<file path="src/rtl/tlbpt_pkg.sv">
`default_nettype none
package tlbpt_pkg;

   // Field widths of the request and response words.
   localparam int VA_W  = 16;
   localparam int PA_W  = 16;
   localparam int CNT_W = 32;

   // Sizes of the translation structures.
   localparam int TLB_ENTRIES = 16;
   localparam int PAGE_COUNT  = 256;
   localparam int PAGE_BYTES  = 256;

   localparam int OFFSET_W  = $clog2(PAGE_BYTES);
   localparam int PAGE_W    = $clog2(PAGE_COUNT);
   localparam int TLB_IDX_W = $clog2(TLB_ENTRIES);
   localparam int TAG_W     = 8;
   localparam int FRAME_W   = 8;
   localparam int NFF_W     = 9;

   localparam logic [NFF_W-1:0]     NFF_MAX  = '1;
   localparam logic [CNT_W-1:0]     CNT_MAX  = '1;
   localparam logic [TLB_IDX_W-1:0] TLB_LAST = TLB_IDX_W'(TLB_ENTRIES - 1);

   typedef enum logic [1:0] {
      ST_IDLE,
      ST_LOOKUP,
      ST_FETCH
   } state_type;

   typedef struct packed {
      logic load_va;
      logic pt_read;
      logic hit_done;
      logic miss_done;
   } cmd_type;

   typedef struct packed {
      logic tlb_hit;
      logic out_free;
   } status_type;

endpackage
`default_nettype wire

</file>
<file path="src/rtl/tlbpt_ram.sv">
`default_nettype none
module tlbpt_ram #(
   parameter int WIDTH = 8,
   parameter int DEPTH = 256
) (
   input  wire logic                     clock,
   input  wire logic                     wr_en,
   input  wire logic [$clog2(DEPTH)-1:0] wr_addr,
   input  wire logic [WIDTH-1:0]         wr_data,
   input  wire logic                     rd_en,
   input  wire logic [$clog2(DEPTH)-1:0] rd_addr,
   output logic      [WIDTH-1:0]         rd_data
);

   logic [WIDTH-1:0] mem_ff [DEPTH];
   logic [WIDTH-1:0] rd_data_ff;

   always_ff @(posedge clock) begin
      if (wr_en) begin
         mem_ff[wr_addr] <= wr_data;
      end
      if (rd_en) begin
         rd_data_ff <= mem_ff[rd_addr];
      end
   end

   assign rd_data = rd_data_ff;

endmodule
`default_nettype wire

</file>
<file path="src/rtl/tlbpt_ctrl.sv">
`default_nettype none
module tlbpt_ctrl
   import tlbpt_pkg::*;
(
   input  wire logic       clock,
   input  wire logic       reset,
   input  wire logic       req_valid,
   output logic            req_stall,
   input  wire status_type status,
   output cmd_type         cmd
);

   state_type state_ff;
   state_type state_in;

   always_ff @(posedge clock) begin
      if (reset) begin
         state_ff <= ST_IDLE;
      end else begin
         state_ff <= state_in;
      end
   end

   always_comb begin
      state_in = state_ff;
      case (state_ff)
         ST_IDLE: begin
            if (req_valid) state_in = ST_LOOKUP;
         end
         ST_LOOKUP: begin
            if (!status.tlb_hit) begin
               state_in = ST_FETCH;
            end else if (status.out_free) begin
               state_in = ST_IDLE;
            end
         end
         ST_FETCH: begin
            if (status.out_free) state_in = ST_IDLE;
         end
         default: state_in = ST_IDLE;
      endcase
   end

   always_comb begin
      req_stall     = 1'b1;
      cmd.load_va   = 1'b0;
      cmd.pt_read   = 1'b0;
      cmd.hit_done  = 1'b0;
      cmd.miss_done = 1'b0;
      case (state_ff)
         ST_IDLE: begin
            req_stall   = 1'b0;
            cmd.load_va = req_valid;
         end
         ST_LOOKUP: begin
            cmd.pt_read  = !status.tlb_hit;
            cmd.hit_done = status.tlb_hit && status.out_free;
         end
         ST_FETCH: begin
            cmd.miss_done = status.out_free;
         end
         default: begin
            req_stall = 1'b1;
         end
      endcase
   end

endmodule
`default_nettype wire

</file>
<file path="src/rtl/tlbpt_datapath.sv">
`default_nettype none
module tlbpt_datapath
   import tlbpt_pkg::*;
(
   input  wire logic              clock,
   input  wire logic              reset,
   input  wire logic [VA_W-1:0]   req_virtual_address,
   input  wire cmd_type           cmd,
   output status_type             status,
   output logic                   rsp_valid,
   input  wire logic              rsp_stall,
   output logic      [PA_W-1:0]   rsp_physical_address,
   output logic                   rsp_tlb_hit,
   output logic                   rsp_page_fault,
   output logic      [CNT_W-1:0]  rsp_reference_count,
   output logic      [CNT_W-1:0]  rsp_hit_count,
   output logic      [CNT_W-1:0]  rsp_fault_count
);

   logic [VA_W-1:0]      va_ff;
   logic [TAG_W-1:0]     tlb_page_ff  [TLB_ENTRIES];
   logic [FRAME_W-1:0]   tlb_frame_ff [TLB_ENTRIES];
   logic [TLB_ENTRIES-1:0] tlb_valid_ff;
   logic [TLB_IDX_W-1:0] fifo_ptr_ff;
   logic [PAGE_COUNT-1:0] page_valid_ff;
   logic [NFF_W-1:0]     nff_ff;
   logic [CNT_W-1:0]     ref_cnt_ff;
   logic [CNT_W-1:0]     hit_cnt_ff;
   logic [CNT_W-1:0]     fault_cnt_ff;
   logic                 rsp_valid_ff;
   logic [PA_W-1:0]      rsp_pa_ff;
   logic                 rsp_hit_ff;
   logic                 rsp_fault_ff;
   logic [CNT_W-1:0]     rsp_ref_ff;
   logic [CNT_W-1:0]     rsp_hits_ff;
   logic [CNT_W-1:0]     rsp_faults_ff;

   logic [PAGE_W-1:0]    page_idx;
   logic [OFFSET_W-1:0]  offset;
   logic [TAG_W-1:0]     tag;
   logic                 hit;
   logic [FRAME_W-1:0]   hit_frame;
   logic [FRAME_W-1:0]   pt_frame;
   logic [FRAME_W-1:0]   new_frame;
   logic                 fault;
   logic [FRAME_W-1:0]   frame;
   logic                 out_load;
   logic [CNT_W-1:0]     ref_cnt_in;
   logic [CNT_W-1:0]     hit_cnt_in;
   logic [CNT_W-1:0]     fault_cnt_in;
   logic [NFF_W-1:0]     nff_in;

   assign page_idx  = PAGE_W'(va_ff >> OFFSET_W);
   assign offset    = va_ff[OFFSET_W-1:0];
   assign tag       = TAG_W'(page_idx);
   assign new_frame = nff_ff[FRAME_W-1:0];

   // Walk from the top so that the lowest matching entry has the last word.
   always_comb begin
      hit       = 1'b0;
      hit_frame = '0;
      for (int i = TLB_ENTRIES - 1; i >= 0; i--) begin
         if (tlb_valid_ff[i] && (tlb_page_ff[i] == tag)) begin
            hit       = 1'b1;
            hit_frame = tlb_frame_ff[i];
         end
      end
   end

   tlbpt_ram #(
      .WIDTH (FRAME_W),
      .DEPTH (PAGE_COUNT)
   ) u_page_table (
      .clock   (clock),
      .wr_en   (cmd.miss_done && fault),
      .wr_addr (page_idx),
      .wr_data (new_frame),
      .rd_en   (cmd.pt_read),
      .rd_addr (page_idx),
      .rd_data (pt_frame)
   );

   // The page valid bit stands in for the cleared page table contents.
   assign fault    = !page_valid_ff[page_idx];
   assign frame    = cmd.hit_done ? hit_frame : (fault ? new_frame : pt_frame);
   assign out_load = cmd.hit_done || cmd.miss_done;

   assign status.tlb_hit  = hit;
   assign status.out_free = !rsp_valid_ff || !rsp_stall;

   always_comb begin
      ref_cnt_in   = ref_cnt_ff;
      hit_cnt_in   = hit_cnt_ff;
      fault_cnt_in = fault_cnt_ff;
      nff_in       = nff_ff;
      if (out_load && (ref_cnt_ff != CNT_MAX)) ref_cnt_in = ref_cnt_ff + 1'b1;
      if (cmd.hit_done && (hit_cnt_ff != CNT_MAX)) hit_cnt_in = hit_cnt_ff + 1'b1;
      if (cmd.miss_done && fault) begin
         if (fault_cnt_ff != CNT_MAX) fault_cnt_in = fault_cnt_ff + 1'b1;
         if (nff_ff != NFF_MAX) nff_in = nff_ff + 1'b1;
      end
   end

   always_ff @(posedge clock) begin
      if (reset) begin
         tlb_valid_ff  <= '0;
         fifo_ptr_ff   <= '0;
         page_valid_ff <= '0;
         nff_ff        <= '0;
         ref_cnt_ff    <= '0;
         hit_cnt_ff    <= '0;
         fault_cnt_ff  <= '0;
         rsp_valid_ff  <= 1'b0;
      end else begin
         nff_ff       <= nff_in;
         ref_cnt_ff   <= ref_cnt_in;
         hit_cnt_ff   <= hit_cnt_in;
         fault_cnt_ff <= fault_cnt_in;
         if (cmd.miss_done) begin
            page_valid_ff[page_idx] <= 1'b1;
            tlb_valid_ff[fifo_ptr_ff] <= 1'b1;
            fifo_ptr_ff <= (fifo_ptr_ff == TLB_LAST) ? '0 : fifo_ptr_ff + 1'b1;
         end
         if (out_load) begin
            rsp_valid_ff <= 1'b1;
         end else if (!rsp_stall) begin
            rsp_valid_ff <= 1'b0;
         end
      end
   end

   always_ff @(posedge clock) begin
      if (cmd.load_va) begin
         va_ff <= req_virtual_address;
      end
      if (cmd.miss_done) begin
         tlb_page_ff[fifo_ptr_ff]  <= tag;
         tlb_frame_ff[fifo_ptr_ff] <= frame;
      end
      if (out_load) begin
         rsp_pa_ff     <= PA_W'({frame, offset});
         rsp_hit_ff    <= cmd.hit_done;
         rsp_fault_ff  <= cmd.miss_done && fault;
         rsp_ref_ff    <= ref_cnt_in;
         rsp_hits_ff   <= hit_cnt_in;
         rsp_faults_ff <= fault_cnt_in;
      end
   end

   assign rsp_valid            = rsp_valid_ff;
   assign rsp_physical_address = rsp_pa_ff;
   assign rsp_tlb_hit          = rsp_hit_ff;
   assign rsp_page_fault       = rsp_fault_ff;
   assign rsp_reference_count  = rsp_ref_ff;
   assign rsp_hit_count        = rsp_hits_ff;
   assign rsp_fault_count      = rsp_faults_ff;

endmodule
`default_nettype wire

</file>
<file path="src/rtl/tlb_page_table_translator_top.sv">
// A word is registered in IDLE; a TLB hit then loads the response register from
// LOOKUP and a TLB miss from FETCH, the extra state being the registered read of
// the page-table memory; both wait while the response register is held. No new
// word is taken until the last is in the response register, which lets the next
// word in while a result still waits. Reset clears the TLB and page valid bits,
// the FIFO pointer, the free-frame counter and all counts at once, with no sweep.
`default_nettype none
module tlb_page_table_translator_top
   import tlbpt_pkg::*;
(
   input  wire logic              clock,
   input  wire logic              reset,
   input  wire logic              req_valid,
   output logic                   req_stall,
   input  wire logic [VA_W-1:0]   req_virtual_address,
   output logic                   rsp_valid,
   input  wire logic              rsp_stall,
   output logic      [PA_W-1:0]   rsp_physical_address,
   output logic                   rsp_tlb_hit,
   output logic                   rsp_page_fault,
   output logic      [CNT_W-1:0]  rsp_reference_count,
   output logic      [CNT_W-1:0]  rsp_hit_count,
   output logic      [CNT_W-1:0]  rsp_fault_count
);

   cmd_type    cmd;
   status_type status;

   tlbpt_ctrl u_ctrl (
      .clock     (clock),
      .reset     (reset),
      .req_valid (req_valid),
      .req_stall (req_stall),
      .status    (status),
      .cmd       (cmd)
   );

   tlbpt_datapath u_datapath (
      .clock                (clock),
      .reset                (reset),
      .req_virtual_address  (req_virtual_address),
      .cmd                  (cmd),
      .status               (status),
      .rsp_valid            (rsp_valid),
      .rsp_stall            (rsp_stall),
      .rsp_physical_address (rsp_physical_address),
      .rsp_tlb_hit          (rsp_tlb_hit),
      .rsp_page_fault       (rsp_page_fault),
      .rsp_reference_count  (rsp_reference_count),
      .rsp_hit_count        (rsp_hit_count),
      .rsp_fault_count      (rsp_fault_count)
   );

endmodule
`default_nettype wire

</file>
<file path="config.mk">
export PLATFORM = sky130hd
export DESIGN_NAME = tlb_page_table_translator_top
export DESIGN_NICKNAME = d
export VERILOG_FILES = /design/src/rtl/tlbpt_pkg.sv /design/src/rtl/tlbpt_ram.sv /design/src/rtl/tlbpt_ctrl.sv /design/src/rtl/tlbpt_datapath.sv /design/src/rtl/tlb_page_table_translator_top.sv
export SDC_FILE = /design/constraint.sdc
export NUM_CORES = 2
export LEC_CHECK = 0
export BUFFER_PORTS_ARGS = -buffer_cell sky130_fd_sc_hd__buf_2
export CAP_MARGIN = 15
export CORE_MARGIN = 4
export CORE_UTILIZATION = 70
export CTS_BUF_LIST = sky130_fd_sc_hd__clkbuf_2 sky130_fd_sc_hd__clkbuf_4 sky130_fd_sc_hd__clkbuf_8
export DETAILED_ROUTE_END_ITERATION = 12
export GPL_ROUTABILITY_DRIVEN = 1
export PLACE_DENSITY = 0.87
export REMOVE_ABC_BUFFERS = 1
export SLEW_MARGIN = 10
export SYNTH_ARGS = -nofsm -noshare
export SYNTH_HDL_FRONTEND = slang
export SYNTH_HIERARCHICAL = 1
export SYNTH_SLANG_ARGS = --single-unit
</file>
<file path="constraint.sdc">
create_clock -name clock -period 18.36 [get_ports clock]
set_input_delay 1.836 -clock clock [delete_from_list [all_inputs] [get_ports clock]]
set_output_delay 1.836 -clock clock [all_outputs]
set_load 0.02 [all_outputs]
</file>
==> flow_summary.yaml <==
status:
  status: "finished, final reports clean"
worst_hold_path:
  whs_endpoint: "u_datapath/rsp_physical_address[0]$_DFFE_PP_"
  hold_start: "u_datapath/va_ff[0]$_DFFE_PP_"
  holdCritPathClass: "reg2reg"
  worstHoldPathCells: 0
critical_path:
  r2r_setup_slack_ns: 10.75
  crit_path_top_delay_cell: "buf_4"
  reg2reg_from: "u_datapath/va_ff[9]$_DFFE_PP_"
  cp_top_family: "buffers and inverters"
  path_buf_inv: 5
  worst_ep_arrival_time_ns: 8.62
  crit_chain: "buf_4 > buf_4 > buf_4 > buf_4 > xnor2_1 > nand2_1 > or4_1 > and2_1 > nand4_1 > and4b_1 > nor2_1 > inv_4 > and2_1 > nand4_1 > nor2_1 > xor2_1 > nor2b_1"
  rr_worst_depth: 17
  critPathCaptureType: "register"
  cp_max_fo: 59
  worstPathRequired_ns: 19.38
  cp_slowest_stage_delay_ns: 0.85
  r2r-end: "u_datapath/ref_cnt_ff[31]$_SDFF_PP0_"
  crit_type: "reg2reg"
  crit_top_cell: "buf_4"
  cp-start-kind: "register"
sta:
  hold_violations: 0
  period_share_pct: 41.4
  period_needed_ns: 7.61
  setup_viol: 0
  final.setup.tns_ns: 0
  skew_ns: 0.0837
  final-max-slew-violation-count: 0
  max_freq_mhz: 131
  slew-limit-headroom_pct: 7.72
  rsz0062_at_grt: "false"
  holdWs_ns: 0.421
  worst_pin_slew_ns: 1.38
clock_tree:
  cts-buffers-inserted: 429
  htree_num_levels: 5
  cts_hold_buf: 0
  clockRootBuffer: "clkbuf_8"
  clock_latency_ns: 1.13
  post_cts_buffers: 0
  path_clk_slew_ns: 0.06
  clock_path_buffers: 4
  cts_resized: 0
  clock-sinks: 2826
  cts_tree: "yes"
cells_and_area:
  syn_to_final_growth_pct: 9.66
  fin_util_pct: 77.4
  nets: 6673
  drive_gt1_share_pct: 21.9
  final_cells: 9029
logic_synthesis:
  synth_xor_area_share_pct: 1.79
  synthAdderAreaFrac_pct: 0.102
  yosysTopAreaCell: "edfxtp_1"
  ys_seq_area_share_pct: 73.3
  synthFlopType: "edfxtp_1"
  synth_compound_area_share_pct: 4.77
  yosysMostFrequentCell: "edfxtp_1"
  syn_inst: 6345
  yosys_warnings: 6
  synth_top_cell_area_share_pct: 66.3
  synth_commonest_cells: "edfxtp_1, nor2_1, mux4_2"
  netlist_area_mm2: 0.111
  yosys.cell_types.count: 91
  yosys-top-cells-area: "edfxtp_1, mux4_2, dfxtp_1"
  synth-edff-count: 2442
  ys_ff_latch: 2826
  async_flop_share_pct: 0
  synth_simple_gate_area_share_pct: 5.99
  synth_top_family_by_area: "multiplexers"
  muxShareOfSynthArea_pct: 12.0
  synth.avg_cell_area_um2: 17.4
floorplan:
  die_x_um: 405
  io_pins: 136
  core_area_mm2: 0.157
  initial_core_util_pct: 70.6
  rows: 145
  die_y_um: 405
  design.die.area_mm2: 0.164
place:
  gp_congestion: 0.901
  port_buffers: 135
  dp_cells: 8270
  hpwl_mm: 164
pwr:
  p_per_area_mw_per_mm2: 103
  totalPowerFinal_mw: 12.4
  ir_drop_mv: 0.0896
  p_leak_nw: 42.6
global_routing:
  antenna_found_initial: 4
  grt_usage_pct: 34.4
  grt-ovfl-total: 0
  grt_pass1_wl_mm: 415
  first_global_vias: 63800
  grt_max_degree: 171
route:
  vias: 63500
  vias_per_cell: 7.03
  drc: 0
  postRouteWirelength_mm: 279
  drtAntennaViolNets: 0
  drt-initial-drc-count: 10100
  wire_per_inst_um: 30.9
  drt_pass1_iterations: 8
flow_run:
  drv_cap: 0
## kinds of logic (layout without fill, tap and decap cells)
family,after synthesis,after routing
AND/OR/NAND/NOR,1378,1378
other,0,4
buffers and inverters,408,1030
XOR/XNOR,226,226
AO/OA/AOI/OAI,814,814
adder cells (fa/ha/maj),9,9
multiplexers,684,684
flip-flops,2826,2826
## worst max-delay path by stage
stage	startpoint	end	depth (start not counted)
after floorplan	u_datapath/va_ff[8]$_DFFE_PP_	u_datapath/u_page_table/mem_ff[187][0]$_DFFE_PP_	2
after global placement	u_datapath/va_ff[9]$_DFFE_PP_	u_datapath/ref_cnt_ff[13]$_SDFF_PP0_	17
after detailed placement	u_datapath/va_ff[9]$_DFFE_PP_	u_datapath/ref_cnt_ff[31]$_SDFF_PP0_	17
after CTS	u_datapath/va_ff[9]$_DFFE_PP_	u_datapath/ref_cnt_ff[31]$_SDFF_PP0_	17
after global routing	u_datapath/va_ff[9]$_DFFE_PP_	u_datapath/ref_cnt_ff[31]$_SDFF_PP0_	17
final	u_datapath/va_ff[9]$_DFFE_PP_	u_datapath/ref_cnt_ff[31]$_SDFF_PP0_	17
## power breakdown
part | internal [mW] | leakage (nW) | switching [mW]
Clock | 2.72 | 4.43 | 2.35
Sequential | 6.91 | 28.9 | 0.0128
Combinational | 0.129 | 9.24 | 0.313
## through the flow
stage / instance area, um^2 / setup WS [ns]
after global routing: 121000 / 10.39
final: 121000 / 10.75
after detailed placement: 113000 / 10.93
after CTS: 121000 / 10.90
after global placement: 113000 / 11.23
after floorplan: 108000 / -12.97
## layout make-up
type / instances / area, um^2
sequential: 2826 / 81000
timing repair buffer: 248 / 1650
tap: 2058 / 2570
clock inverter: 157 / 936
clock buffer: 597 / 7390
fill: 7727 / 35400
multi-input combinational: 3111 / 27500
antenna: 4 / 10.0
inverter: 28 / 108
## state kept, by name, indices dropped and copies added, names as in the netlist
name	cells
u_datapath/u_page_table/mem_ff	2048
u_datapath/page_valid_ff	256
u_datapath/tlb_frame_ff	128
u_datapath/tlb_page_ff	128
u_datapath/fault_cnt_ff	32
u_datapath/hit_cnt_ff	32
u_datapath/ref_cnt_ff	32
u_datapath/rsp_fault_count	32
u_datapath/rsp_hit_count	32
u_datapath/rsp_reference_count	32
u_datapath/rsp_physical_address	16
u_datapath/tlb_valid_ff	16
u_datapath/va_ff	16
u_datapath/nff_ff	9
u_datapath/u_page_table/rd_data	8
u_datapath/fifo_ptr_ff	4
u_ctrl/state_ff	2
u_datapath/rsp_page_fault	1
u_datapath/rsp_tlb_hit	1
u_datapath/rsp_valid	1
## routing by layer
layer	routed length, um	GRT usage (%)
met4	19800	20.8
met3	36300	9.26
met1	92800	45.5
met2	130000	52.2
met5	29	0
## cells in the final DEF, fill, tap and decap left out, drive strengths merged, types with 50 or more instances in the layout
| master | count |
|---|---|
| a21oi | 380 |
| a22oi | 155 |
| buf | 248 |
| clkbuf | 597 |
| clkinv | 145 |
| dfxtp | 384 |
| edfxtp | 2442 |
| mux2i | 155 |
| mux4 | 515 |
| nand2 | 148 |
| nand3 | 98 |
| nand4 | 50 |
| nor2 | 675 |
| nor2b | 132 |
| nor3 | 60 |
| nor4 | 57 |
| o221ai | 53 |
| xnor2 | 138 |
| xor2 | 88 |
Note: power is estimated with default switching activity, not from simulation.
